## src/sreu_pkg.sv

```systemverilog
// Shared types, opcodes and sizes of the small RISC execute unit.
package sreu_pkg;

	localparam int NUM_REGS_DEF  = 32;
	localparam int MEM_WORDS_DEF = 1024;
	localparam int QDEPTH        = 2;

	localparam logic [3:0] CMD_LI   = 4'd0;
	localparam logic [3:0] CMD_LW   = 4'd1;
	localparam logic [3:0] CMD_SW   = 4'd2;
	localparam logic [3:0] CMD_ADD  = 4'd3;
	localparam logic [3:0] CMD_SUB  = 4'd4;
	localparam logic [3:0] CMD_MUL  = 4'd5;
	localparam logic [3:0] CMD_DIV  = 4'd6;
	localparam logic [3:0] CMD_BEQ  = 4'd7;
	localparam logic [3:0] CMD_BNE  = 4'd8;
	localparam logic [3:0] CMD_BGT  = 4'd9;
	localparam logic [3:0] CMD_BLT  = 4'd10;
	localparam logic [3:0] CMD_ADDI = 4'd11;
	localparam logic [3:0] CMD_SUBI = 4'd12;
	localparam logic [3:0] CMD_MFHI = 4'd13;
	localparam logic [3:0] CMD_MFLO = 4'd14;
	localparam logic [3:0] CMD_BAD  = 4'd15;

	localparam logic [1:0] ST_OK   = 2'd0;
	localparam logic [1:0] ST_BAD  = 2'd1;
	localparam logic [1:0] ST_ADDR = 2'd2;
	localparam logic [1:0] ST_DIVZ = 2'd3;

	typedef enum logic [2:0] {
		CL_ALU,
		CL_MEM,
		CL_DIV,
		CL_BR,
		CL_MOVE,
		CL_BAD
	} cls_t;

	typedef struct packed {
		cls_t        cls;
		logic [3:0]  cmd;
		logic [4:0]  rd;
		logic [4:0]  ra;
		logic [4:0]  rb;
		logic [31:0] imm;
		logic [15:0] tgt;
	} item_t;

endpackage

```

## src/sreu_queue.sv

```systemverilog
// Short instruction queue between front and back end.
module sreu_queue (
	input  logic            clk,
	input  logic            arst_n,
	input  logic            push,
	input  sreu_pkg::item_t push_item,
	input  logic            pop,
	output sreu_pkg::item_t head,
	output logic            empty,
	output logic            full
);
	localparam int PW = $clog2(sreu_pkg::QDEPTH);
	localparam int CW = $clog2(sreu_pkg::QDEPTH + 1);

	sreu_pkg::item_t slot_q [sreu_pkg::QDEPTH];
	logic [PW-1:0]   wp_q;
	logic [PW-1:0]   rp_q;
	logic [CW-1:0]   cnt_q;

	assign empty = (cnt_q == '0);
	assign full  = (cnt_q == CW'(sreu_pkg::QDEPTH));
	assign head  = slot_q[rp_q];

	always_ff @(posedge clk) begin
		if (push) begin
			slot_q[wp_q] <= push_item;
		end
	end

	// Advance pointers; wrap at the queue depth.
	always_ff @(posedge clk or negedge arst_n) begin
		if (!arst_n) begin
			wp_q  <= '0;
			rp_q  <= '0;
			cnt_q <= '0;
		end else begin
			if (push) begin
				wp_q <= (wp_q == PW'(sreu_pkg::QDEPTH - 1)) ? '0 : wp_q + 1'b1;
			end
			if (pop) begin
				rp_q <= (rp_q == PW'(sreu_pkg::QDEPTH - 1)) ? '0 : rp_q + 1'b1;
			end
			if (push && !pop) begin
				cnt_q <= cnt_q + 1'b1;
			end else if (pop && !push) begin
				cnt_q <= cnt_q - 1'b1;
			end
		end
	end

endmodule

```

## config.mk

```make
export PLATFORM = sky130hd
export DESIGN_NAME = sreu_queue
export DESIGN_NICKNAME = d
export VERILOG_FILES = /design/src/sreu_pkg.sv /design/src/sreu_queue.sv
export SDC_FILE = /design/constraint.sdc
export NUM_CORES = 1
export LEC_CHECK = 0
export BUFFER_PORTS_ARGS = -buffer_cell sky130_fd_sc_hd__buf_2
export CAP_MARGIN = 25
export CORE_AREA = 2 2 122 124
export CTS_CLUSTER_DIAMETER = 30
export DETAILED_ROUTE_END_ITERATION = 10
export DIE_AREA = 0 0 124 126
export PLACE_DENSITY = 0.72
export RECOVER_POWER = 100
export SLEW_MARGIN = 30
export SYNTH_ARGS = -nofsm -noshare
export SYNTH_HDL_FRONTEND = slang
export SYNTH_SLANG_ARGS = --single-unit
```

## constraint.sdc

```tcl
create_clock -name clk -period 3.7 [get_ports clk]
set_input_delay 0.555 -clock clk [delete_from_list [all_inputs] [get_ports clk]]
set_output_delay 0.555 -clock clk [all_outputs]
set_load 0.05 [all_outputs]
```

==> results.ini <==
[clock_tree]
cts.root.buffer_cell=clkbuf_16
tritoncts=yes
tritoncts.num_buffers=17
post_cts_buffers=0
cts_num_sinks=144
cts.clk_slew.worst_paths_ps=60
cts-root-to-sink-buffers=2
cts_h_tree_depth=4
resize_count_post_cts=0
insertion_delay_ps=410

[sta]
fin_setup_tns_ps=0
slew_at_the_pin_closest_to_its_max_slew_limit_ps=2460
setup_viol_count_final=0
rsz_0062_raised_after_global_routing=no
final_min_period_over_clock_period=0.835
clock_skew_ps=4.98
report.final.hold_viol_count=0
period_needed_ps=3090
slew_margin_rel=-0.638
report.final.slew_viol_count=106
fmaxAchievable_mhz=324

[yosys]
synth.cell_area_um2=5590
fraction_of_synthesized_cell_area_taken_by_the_top_area_cell_type=0.752
synth_fp_nets=309
synth.distinct_cells=13
synth.yosys.seq_area_share=0.770
synth_area_leader_cell=edfxtp_1
synthesis.yosys.warnings=0
yosys-top-cells-area=edfxtp_1, mux2_4, buf_12
synth_cells=234
flop_and_latch_count_out_of_synthesis=144
synth.avg_cell_area_um2=23.9

[routing]
wirelength_met1_um=3830
via_count=2656
routedWlPerCell_um=16.1
postRouteAntennaNets=0
first_pass_iters=4
wl_met3_um=673
drcViolationCount=0
first_iter_violations=137
top_layer_used=met4
met2_length_um=4900
vias_per_cell=4.47
routed_wirelength_um=9540

[floorplanning]
die_w_um=124
chipHeight_um=126
design.die.area_um2=15600
std_cell_rows=44
initial_utilization=0.390
placeableCoreArea_um2=14300
num_io_pins=146

[status]
outcome=complete, but fails checks
failed_checks=capacitance limit, slew limit

[placed_design]
post-dp-hpwl_um=6310
port_buffers=145
place_inst=560
routabilityCongestion=0.700

[run]
max-cap-violations=3

[grt]
grt_start_max_net_pins=71
number_of_antenna_violations_at_the_first_check_in_global_routing=0
vias_in_the_first_global_route=2896
gr-usage-all-layers=0.127
grt_overflow_total=0
grt_first_pass_wirelength_um=14400

[worst_setup_path]
path_max_fanout=31
timing.reg2reg.worst_path_depth=2
cp-end-kind=output port
cp-start-kind=flop
worst-endpoint-arrival_ps=2540
timing.setup.critical_path_class=flop to output port
cp_data_required_time_ps=3140

[cells_and_area]
final_cell_count_without_fillers=594
area_growth_syn_to_layout_pct=25.3
antenna-diode-count=0
nets=472
final_layout_size_suffix_gt1_frac=0.344

[pwr]
power.density_cell_area_nw_per_um2=967
seq_power_share=0.350
total_switching_power_mw=2.53
power.share.switching=0.374
power_report.internal_total_mw=4.24
power.clock.fraction=0.282
power_frac_comb=0.369
power.ir.vdd_worst_mv=0.612
standby_leakage_power_nw=2.61

[worst_hold_path]
hold_path_depth=1
hp-class=input pin to flop

==> layer usage <==
layer / GRT usage / up-vias
met3: 0.0584 / 12
met4: 0.0456 / 0
met1: 0.139 / 1310
met2: 0.215 / 90
li1: - / 1244
met5: 0 / -
==> final cells by class <==
type | count | area, um^2
well taps | 184 | 230
clock inverters | 12 | 213
flip-flops and latches | 144 | 4310
fillers | 1261 | 7310
inverters | 1 | 3.75
repair buffers | 152 | 657
clock buffers | 20 | 457
multi-input cells | 81 | 1140
==> layout by cell type (no fill, tap or decap), types with 2 or more instances in the layout <==
master and n:
edfxtp_1 140, bufinv_16 6, clkbuf_1 113, clkbuf_8 2, clkbuf_16 17, dfrtp_1 3
nor2_1 2, mux2_4 69, xor2_1 4, clkinv_2 5, buf_2 35, buf_12 2
==> state kept, by name, indices dropped and copies added (netlist names) <==
name    flops
slot_q    140
rp_q        1
cnt_q       2
wp_q        1
==> power groups by stage <==
| stage | logic, mW | clock network (mW) | registers (mW) |
|---|---|---|---|
| 3_3_place_gp | 2.60 | 0 | 2.38 |
| 3_5_place_dp | 2.62 | 0 | 2.40 |
| 6_report | 2.50 | 1.91 | 2.37 |
| 2_1_floorplan | 2.36 | 0 | 2.28 |
| 4_1_cts | 2.62 | 1.95 | 2.37 |
| 5_1_grt | 2.62 | 2.02 | 2.41 |
==> through the flow <==
stage / util / area, um^2 / hold slack (ps) / total power [mW] / setup slack [ps]
floorplan: - / 5590 / 259 / 4.64 / 878
CTS: 0.499 / 7140 / 308 / 6.94 / 949
global route: 0.489 / 7010 / 306 / 7.05 / 453
detailed placement: 0.451 / 6460 / 366 / 5.01 / 1400
finish: 0.489 / 7010 / 331 / 6.77 / 610
global placement: 0.451 / 6460 / 363 / 4.98 / 1440
==> cells by family after synthesis <==
| group | count (synthesis) | share of synthesized area |
|---|---|---|
| buffers and inverters | 9 | 0.0278 |
| adder cells (fa/ha/maj) | 1 | 0.00224 |
| XOR/XNOR | 5 | 0.00783 |
| AND/OR/NAND/NOR | 5 | 0.00470 |
| flip-flops | 144 | 0.770 |
| multiplexers | 70 | 0.187 |
==> critical path, cell delays in order, from the launching register on <==
cell	delay [ps]
dfrtp_4	800
clkbuf_1	560
mux2_4	270
clkbuf_1	460
==> Yosys cell counts (all sizes together) <==
master and count:
ha 1, inv 1, xnor2 1, edfxtp 140, nor2b 2, xor2 4
buf 8, nor2 2, mux2 70, and2 1, dfrtp 4
==> path summary, 6_finish.rpt <==
kind / start / end / slack (ps)
max: rp_q$_DFFE_PN0P_ / head[67] / 610
min: push_item[53] / slot_q[1][53]$_DFFE_PP_ / 330
max reg2reg: wp_q$_DFFE_PN0P_ / slot_q[1][67]$_DFFE_PP_ / 790
min reg2reg: cnt_q[1]$_DFFE_PN0P_ / cnt_q[1]$_DFFE_PN0P_ / 500
max in group asynchronous: arst_n / rp_q$_DFFE_PN0P_ / 2980
min in group asynchronous: arst_n / rp_q$_DFFE_PN0P_ / 510
==> timing repair <==
item	4_1_cts	5_1_grt
hold endpoints to repair	4	0
setup endpoints to repair	0	0
hold buffers	1	0
Note: power is estimated with default switching activity, not from simulation.
