**src/sreu_pkg.sv**
```systemverilog
// Shared types, opcodes and sizes of the small RISC execute unit.
package sreu_pkg;

	localparam int NUM_REGS_DEF  = 32;
	localparam int MEM_WORDS_DEF = 1024;
	localparam int QDEPTH        = 2;

	localparam logic [3:0] CMD_LI   = 4'd0;
	localparam logic [3:0] CMD_LW   = 4'd1;
	localparam logic [3:0] CMD_SW   = 4'd2;
	localparam logic [3:0] CMD_ADD  = 4'd3;
	localparam logic [3:0] CMD_SUB  = 4'd4;
	localparam logic [3:0] CMD_MUL  = 4'd5;
	localparam logic [3:0] CMD_DIV  = 4'd6;
	localparam logic [3:0] CMD_BEQ  = 4'd7;
	localparam logic [3:0] CMD_BNE  = 4'd8;
	localparam logic [3:0] CMD_BGT  = 4'd9;
	localparam logic [3:0] CMD_BLT  = 4'd10;
	localparam logic [3:0] CMD_ADDI = 4'd11;
	localparam logic [3:0] CMD_SUBI = 4'd12;
	localparam logic [3:0] CMD_MFHI = 4'd13;
	localparam logic [3:0] CMD_MFLO = 4'd14;
	localparam logic [3:0] CMD_BAD  = 4'd15;

	localparam logic [1:0] ST_OK   = 2'd0;
	localparam logic [1:0] ST_BAD  = 2'd1;
	localparam logic [1:0] ST_ADDR = 2'd2;
	localparam logic [1:0] ST_DIVZ = 2'd3;

	typedef enum logic [2:0] {
		CL_ALU,
		CL_MEM,
		CL_DIV,
		CL_BR,
		CL_MOVE,
		CL_BAD
	} cls_t;

	typedef struct packed {
		cls_t        cls;
		logic [3:0]  cmd;
		logic [4:0]  rd;
		logic [4:0]  ra;
		logic [4:0]  rb;
		logic [31:0] imm;
		logic [15:0] tgt;
	} item_t;

endpackage

```
**src/sreu_front.sv**
```systemverilog
// Front end: accepts instructions, classifies them and pushes them to the queue.
module sreu_front (
	input  logic               clk,
	input  logic               arst_n,
	input  logic               in_valid,
	output logic               in_stall,
	input  logic [3:0]         cmd,
	input  logic [4:0]         dest_reg,
	input  logic [4:0]         src_a_reg,
	input  logic [4:0]         src_b_reg,
	input  logic signed [31:0] immediate,
	input  logic [15:0]        jump_target,
	input  logic               clearing,
	input  logic               q_full,
	output logic               q_push,
	output sreu_pkg::item_t    q_item
);
	sreu_pkg::cls_t cls;
	logic           seen_q;

	always_comb begin
		unique case (cmd) inside
			sreu_pkg::CMD_LI, sreu_pkg::CMD_ADD, sreu_pkg::CMD_SUB, sreu_pkg::CMD_MUL,
			sreu_pkg::CMD_ADDI, sreu_pkg::CMD_SUBI:  cls = sreu_pkg::CL_ALU;
			sreu_pkg::CMD_LW, sreu_pkg::CMD_SW:      cls = sreu_pkg::CL_MEM;
			sreu_pkg::CMD_DIV:                       cls = sreu_pkg::CL_DIV;
			sreu_pkg::CMD_BEQ, sreu_pkg::CMD_BNE, sreu_pkg::CMD_BGT,
			sreu_pkg::CMD_BLT:                       cls = sreu_pkg::CL_BR;
			sreu_pkg::CMD_MFHI, sreu_pkg::CMD_MFLO:  cls = sreu_pkg::CL_MOVE;
			default:                                 cls = sreu_pkg::CL_BAD;
		endcase
	end

	// Hold off transfers until a clock edge after reset has set seen_q.
	always_ff @(posedge clk or negedge arst_n) begin
		if (!arst_n) begin
			seen_q <= 1'b0;
		end else begin
			seen_q <= 1'b1;
		end
	end

	assign in_stall = !seen_q || clearing || q_full;
	assign q_push   = in_valid && !in_stall;

	assign q_item.cls = cls;
	assign q_item.cmd = cmd;
	assign q_item.rd  = dest_reg;
	assign q_item.ra  = src_a_reg;
	assign q_item.rb  = src_b_reg;
	assign q_item.imm = immediate;
	assign q_item.tgt = jump_target;

endmodule

```
**config.mk**
```make
export PLATFORM = sky130hd
export DESIGN_NAME = sreu_front
export DESIGN_NICKNAME = d
export VERILOG_FILES = /design/src/sreu_pkg.sv /design/src/sreu_front.sv
export SDC_FILE = /design/constraint.sdc
export NUM_CORES = 1
export LEC_CHECK = 0
export BUFFER_PORTS_ARGS = -buffer_cell sky130_fd_sc_hd__buf_4
export CORE_MARGIN = 1.5
export CORE_UTILIZATION = 22
export DETAILED_ROUTE_END_ITERATION = 8
export GPL_ROUTABILITY_DRIVEN = 0
export PLACE_DENSITY = 0.79
export SYNTH_ARGS = -nofsm -noshare
export SYNTH_HDL_FRONTEND = slang
export SYNTH_SLANG_ARGS = --single-unit
```
**constraint.sdc**
```tcl
create_clock -name clk -period 1.2 [get_ports clk]
set_clock_uncertainty 0.15 [all_clocks]
set_input_delay 0.12 -clock clk [delete_from_list [all_inputs] [get_ports clk]]
set_output_delay 0.12 -clock clk [all_outputs]
set_load 0.02 [all_outputs]
```
==> results of run 1 <==
[worst max-delay path, stage by stage, from the launching register on]
cell	delay, ps
dfrtp_1	300
or3b_4	390
nor2_4	80
buf_4	140
[per-stage QoR]
step	power, W	hold slack (ps)	utilization	cell area (um^2)	worst slack [ps]
4_1_cts	0.000138	90.1	0.114	293	24.3
3_5_place_dp	0.000136	-253	0.110	283	26.9
2_1_floorplan	0.000397	-326	-	621	57.0
6_report	0.000137	90.0	0.114	293	32.4
5_1_grt	0.000143	90.0	0.114	293	2.72
3_3_place_gp	0.000133	-254	0.110	283	37.1
[worst min path at each step]
stage                             to  slack, ps  cells after the start
finish                    q_item[41]         90                      0
global route              q_item[51]         90                      0
CTS                       q_item[15]         90                      0
detailed placement  seen_q$_DFF_PN0_       -250                      1
global placement    seen_q$_DFF_PN0_       -250                      1
floorplan           seen_q$_DFF_PN0_       -330                      0
[synthesized netlist by cell type]
master and number:
and2b_1 1, buf_4 67, conb_1 1, dfrtp_1 1
inv_1 1, nand2_1 2, nor2_2 1, o211a_1 1
o21ba_2 1, o221a_2 1, o2bb2ai_1 1, or2b_1 1
or3b_1 1
[area by class of cell]
cell class | instances | area [um^2] | area share
timing repair buffer | 18 | 138 | 0.470
multi-input combinational | 11 | 88.8 | 0.303
tap | 30 | 37.5 | 0.128
sequential | 1 | 25.0 | 0.0855
inverter | 1 | 3.75 | 0.0128
[power groups by stage]
stage               sequential, W  clock [W]  combinational [W]
detailed placement      0.0000364          0          0.0000992
floorplan               0.0000362          0           0.000360
global route            0.0000365          0           0.000106
finish                  0.0000364          0           0.000101
CTS                     0.0000364          0           0.000102
global placement        0.0000363          0          0.0000966
[per-layer routing]
layer	global-route usage	vias to the layer above	wire [um]
met5	0	-	0
met4	0.0871	0	138
met3	0.0837	28	321
met2	0.0986	64	483
met1	0.0181	98	160
li1	-	81	-
[what timing repair did]
action / 4_1_cts / 5_1_grt
hold buffers: 1 / 0
gates resized for setup: 0 / 0
setup endpoints to repair: 0 / 0
hold endpoints to repair: 1 / 0
[logic make-up (layout without fill, tap and decap cells)]
family / Yosys count / count (layout)
compound gates: 4 / 4
simple gates: 6 / 6
flops: 1 / 1
buf+inv: 68 / 19
other cells: 1 / 1
==> impl_metrics.tcl, run 1 <==
set metrics [dict create \
    status "completed" \
    synth_simple_gate_area_frac 0.0612 \
    regMostFlops "seen_q" \
    crit_path_end_kind "primary output" \
    min_period_over_period 0.973 \
    synth_warnings 0 \
    path_max_fanout 2 \
    synthMuxAreaShare 0 \
    synth_cell_types 13 \
    final_common_cell "buf_4" \
    largest_register_ffs 1 \
    start_util 0.239 \
    switching_power_w 0.0000482 \
    drt_iter0_drc 6 \
    reg_top3 "seen_q x1" \
    p_int_w 0.0000890 \
    synth.top_cell.area_share 0.820 \
    tns_ps 0 \
    worstHoldStart "immediate[25]" \
    detail-route-antenna-nets 0 \
    fmax_ghz 0.856 \
    timing.final.hold_violations 0 \
    crit_path_start "seen_q$_DFF_PN0_" \
    synth-seq-cells 1 \
    antenna_found_initial 0 \
    combinationalPowerShare 0.735 \
    vias_per_cell 4.44 \
    critPathLaunchType "flop" \
    vias 271 \
    core-area_um2 2570 \
    syn_to_final_growth_pct -52.2 \
    portBuffers 17 \
    critPathCapture "q_push" \
    drcViolationCount 0 \
    final_cells 61 \
    synth_nets 152 \
    power.switching_fraction 0.351 \
    cp.required_ps 930 \
    synth_top_family_by_area "buffers and inverters" \
    synthTopCellsByArea "buf_4 (82%), dfrtp_1 (4.1%), o221a_2 (1.8%)" \
    finalMaxSlewViolations 0 \
    core.rowCount 18 \
    dieArea_um2 3110 \
    synth-compound-area-share 0.0653 \
    synth_xor_area_frac 0 \
    arrival_ps 900 \
    grt_util_all_layers 0.0635 \
    grt_first_pass_wirelength_mm 1.56 \
    maxCapViolCount 0 \
    first_pass_iters 2 \
    period_minus_slack_ps 1170 \
    final_cell_mix "buf_4 (17), nand2_1 (2)" \
    peakVddDrop_uv 205 \
    drive_gt1_frac 0.677 \
    ys_seq_area_frac 0.0408 \
    hold_class "input port to primary output" \
    avgRoutedWirePerCell_um 18.1 \
    antenna_cells 0 \
    dp.cells 60 \
    synth.avg_cell_area_um2 7.66 \
    num_io_pins 144 \
    seq_power_share 0.265 \
    die_h_um 55.8 \
    die_w_um 55.8 \
    clkPwrFrac 0 \
    grt_max_degree 8 \
    synth_top_area_cell "buf_4" \
    p_leak_nw 0.144 \
    fillCellCount 303 \
    cellPowerDensity_nw_per_um2 468 \
    critPathKind "flop to primary output" \
    synthCells 80 \
    grt.overflow.total 0 \
    postCtsSetupBuffers 0 \
    wl_mm 1.10 \
    clk_pin_slew_ps 0 \
    rsz0062_at_grt "no" \
    nets 105 \
    synth-adder-area-share 0 \
    finalSetupViolCount 0 \
    grt_pass1_vias 330 \
    syn_area_um2 613 \
]
Power figures use the tool's default switching activity.
==> inputs of run 2 (changes only) <==
==> constraint.sdc (replaced) <==
create_clock -name clk -period 1.11 [get_ports clk]
set_clock_uncertainty 0.15 [all_clocks]
set_input_delay 0.111 -clock clk [delete_from_list [all_inputs] [get_ports clk]]
set_output_delay 0.111 -clock clk [all_outputs]
set_load 0.02 [all_outputs]
==> impl_metrics.tcl, run 2 (same netlist as run 1, synthesis figures left out) <==
set metrics [dict create \
    status "finished with violations" \
    violations "negative setup slack" \
    cp.required_ps 850 \
    dieArea_um2 3110 \
    nets 105 \
    vias 266 \
    drcViolationCount 0 \
    grt_util_all_layers 0.0659 \
    detail-route-antenna-nets 0 \
    route.met3.wl_um 326 \
    post-place-ws_ps -62.1 \
    core-area_um2 2570 \
    clkPwrFrac 0 \
    vias_per_cell 4.36 \
    grt_max_degree 8 \
    hold_class "input port to primary output" \
    critPathLaunchType "flop" \
    core.rowCount 18 \
    drive_gt1_frac 0.677 \
    dpl-instance-area_um2 283 \
    p_int_w 0.0000990 \
    peakVddDrop_uv 208 \
    drt_iter0_drc 7 \
    finalMaxSlewViolations 0 \
    portBuffers 17 \
    postCtsSetupBuffers 0 \
    die_h_um 55.8 \
    grt_first_pass_wirelength_mm 1.60 \
    finalSetupViolCount 2 \
    path_max_fanout 2 \
    grt_pass1_vias 317 \
    antenna_cells 0 \
    crit_path_end_kind "primary output" \
    final_common_cell "buf_4" \
    syn_to_final_growth_pct -51.0 \
    reg_top3 "seen_q x1" \
    arrival_ps 900 \
    design_area_um2 300 \
    seq_power_share 0.259 \
    combinationalPowerShare 0.741 \
    min_period_over_period 1.04 \
    rsz0062_at_grt "yes" \
    grt.overflow.total 0 \
    switching_power_w 0.0000530 \
    largest_register_ffs 1 \
    timing.final.hold_violations 0 \
    period_minus_slack_ps 1160 \
    dr_wl_met2_um 509 \
    critPathKind "flop to primary output" \
    power_w 0.000152 \
    antenna_found_initial 0 \
    power.switching_fraction 0.349 \
    fmax_ghz 0.865 \
    regMostFlops "seen_q" \
    maxCapViolCount 0 \
    first_pass_iters 2 \
    cellPowerDensity_nw_per_um2 506 \
    die_w_um 55.8 \
    wl_met1_um 157 \
    top_layer "met4" \
    final_cell_mix "buf_4 (15), nand2_1 (2), buf_6 (2)" \
    p_leak_nw 0.146 \
    clk_pin_slew_ps 0 \
    num_io_pins 144 \
    wl_mm 1.13 \
    avgRoutedWirePerCell_um 18.5 \
    setup_slack_ps -46.1 \
    start_util 0.239 \
]
## run 2: cell count changes in the layout (fill, tap and decap cells not counted)
cell | previous run | this run
buf_4 | 17 | 15
buf_6 | 0 | 2
## run 2: power groups by stage
stage                     clock network [W]  logic [W]  registers [W]
after floorplan                           0   0.000390      0.0000392
after global placement                    0   0.000104      0.0000393
after detailed placement                  0   0.000107      0.0000394
after CTS                                 0   0.000111      0.0000394
after global routing                      0   0.000119      0.0000394
final                                     0   0.000113      0.0000393
## run 2: worst paths after layout
path	cells after the start	endpoint	slack (ps)	from
max in group asynchronous	2	seen_q$_DFF_PN0_	430	arst_n
max	3	q_push	-50	seen_q$_DFF_PN0_
min in group asynchronous	2	seen_q$_DFF_PN0_	290	arst_n
min	0	q_item[41]	70	immediate[25]
## run 2: layout make-up
| type | count | area, um^2 |
|---|---|---|
| Fill cell | 304 | 2270 |
| Inverter | 1 | 3.75 |
| Multi-Input combinational cell | 11 | 88.8 |
| Sequential cell | 1 | 25.0 |
| Tap cell | 30 | 37.5 |
| Timing Repair Buffer | 18 | 145 |
## run 2: worst max-delay path, cell delays in order (launching register included)
cell     delay, ps
dfrtp_1        290
or3b_4         390
nor2_4          90
buf_6          120
## run 2: timing repair
item,CTS,global route
gates resized for setup,1,1
setup endpoints to repair,2,3
hold endpoints to repair,1,0
hold buffers,1,0
## run 2: per-layer routing
layer,vias up,GRT usage
li1,81,-
met1,93,0.0181
met2,64,0.107
met3,28,0.0860
met4,0,0.0836
met5,-,0
## run 2: metrics by stage
stage | setup TNS (ps) | instances | utilization | hold slack (ps)
6_report | -57.1 | 61 | 0.117 | 72.0
5_1_grt | -102 | 61 | 0.117 | 72.0
4_1_cts | -71.0 | 61 | 0.115 | 72.1
3_5_place_dp | -79.3 | 60 | 0.110 | -263
3_3_place_gp | -43.7 | 60 | 0.110 | -263
2_1_floorplan | -24.0 | 80 | - | -335
==> inputs of run 3 (changes only) <==
--- a/config.mk
+++ b/config.mk
@@ -11,6 +11,7 @@
 export DETAILED_ROUTE_END_ITERATION = 8
 export GPL_ROUTABILITY_DRIVEN = 0
 export PLACE_DENSITY = 0.79
+export RECOVER_POWER = 100
 export SYNTH_ARGS = -nofsm -noshare
 export SYNTH_HDL_FRONTEND = slang
 export SYNTH_SLANG_ARGS = --single-unit
==> impl_metrics.tcl, run 3 (same netlist as run 1, synthesis figures left out) <==
set metrics [dict create \
    crit_buf_inv 1 \
    min_period_over_period 1.04 \
    arrival_ps 890 \
    crit_path_end_kind "primary output" \
    path_max_fanout 2 \
    post-place-ws_ps -62.1 \
    wl_mm 1.13 \
    antenna_found_initial 0 \
    drt_iter0_drc 7 \
    critPathTopFamily "simple AND/OR/NAND/NOR gates" \
    hold_class "input port to primary output" \
    reg_top3 "seen_q x1" \
    critPathLaunchType "flop" \
    violations "negative setup slack" \
    dieArea_um2 3110 \
    peakVddDrop_uv 207 \
    rsz0062_at_grt "yes" \
    detail-route-antenna-nets 0 \
    avgRoutedWirePerCell_um 18.5 \
    largest_register_ffs 1 \
    setup_slack_ps -45.4 \
    finalSetupViolCount 2 \
    cp_slowest_stage_delay_ps 390 \
    core-area_um2 2570 \
    finalMaxSlewViolations 0 \
    grt.overflow.total 0 \
    drcViolationCount 0 \
    nets 105 \
    p_leak_nw 0.126 \
    antenna_cells 0 \
    final_common_cell "buf_4" \
    cellPowerDensity_nw_per_um2 509 \
    design_area_um2 277 \
    cp.required_ps 850 \
    first_pass_iters 2 \
    crit_chain "or3b_4 -> nor2_4 -> buf_6" \
    final_cell_mix "buf_4 (7), clkbuf_1 (5), nand2_1 (2), buf_6 (2)" \
    clk_pin_slew_ps 0 \
    dpl-instance-area_um2 283 \
    grt_util_all_layers 0.0659 \
    drive_gt1_frac 0.516 \
    vias 264 \
    timing.final.hold_violations 0 \
    postCtsSetupBuffers 0 \
    die_w_um 55.8 \
    fillCellCount 311 \
    start_util 0.239 \
    status "finished with violations" \
    syn_to_final_growth_pct -54.9 \
    period_minus_slack_ps 1160 \
    die_h_um 55.8 \
    critPathSlowestCell "or3b_4" \
    grt_pass1_vias 317 \
    num_io_pins 144 \
    grt_max_degree 8 \
    portBuffers 17 \
    maxCapViolCount 0 \
    grt_first_pass_wirelength_mm 1.60 \
    fmax_ghz 0.866 \
    whs_ps 72.0 \
    power_w 0.000141 \
    critPathKind "flop to primary output" \
    core.rowCount 18 \
    regMostFlops "seen_q" \
    vias_per_cell 4.33 \
]
[run 3: per-stage QoR]
step,TNS (ps),std cells,utilization
detailed placement,-79.3,60,0.110
CTS,-71.0,61,0.115
global placement,-43.7,60,0.110
finish,-56.2,61,0.108
floorplan,-24.0,80,-
global route,-102,61,0.108
[run 3: routing by layer]
metal | up-vias | global-route usage | wire [um]
met3 | 28 | 0.0860 | 321
met5 | - | 0 | 0
met2 | 64 | 0.107 | 505
met4 | 0 | 0.0836 | 138
li1 | 81 | - | -
met1 | 91 | 0.0181 | 161
[run 3: power breakdown]
part           switching, W  total (W)  internal, W
clock                     0          0            0
combinational     0.0000523   0.000102    0.0000493
sequential      0.000000332  0.0000393    0.0000390
[run 3: path summary, 6_finish.rpt]
kind / startpoint / to / slack, ps / cells past startpoint
setup / recovery: seen_q$_DFF_PN0_ / q_push / -50 / 3
hold / removal: immediate[25] / q_item[41] / 70 / 0
max in group asynchronous: arst_n / seen_q$_DFF_PN0_ / 420 / 2
min in group asynchronous: arst_n / seen_q$_DFF_PN0_ / 310 / 2
[run 3: repair_timing]
item / CTS / global route
pin swaps: 0 / 0
hold buffers: 1 / 0
endpoints found under the setup margin: 2 / 3
endpoints found under the hold margin: 1 / 0
gates resized for setup: 1 / 1
[run 3: cell type report]
cell class,instances,area [um^2],area share
Tap cell,30,37.5,0.136
Multi-Input combinational cell,11,88.8,0.321
Timing Repair Buffer,18,121,0.439
Inverter,1,3.75,0.0136
Sequential cell,1,25.0,0.0905
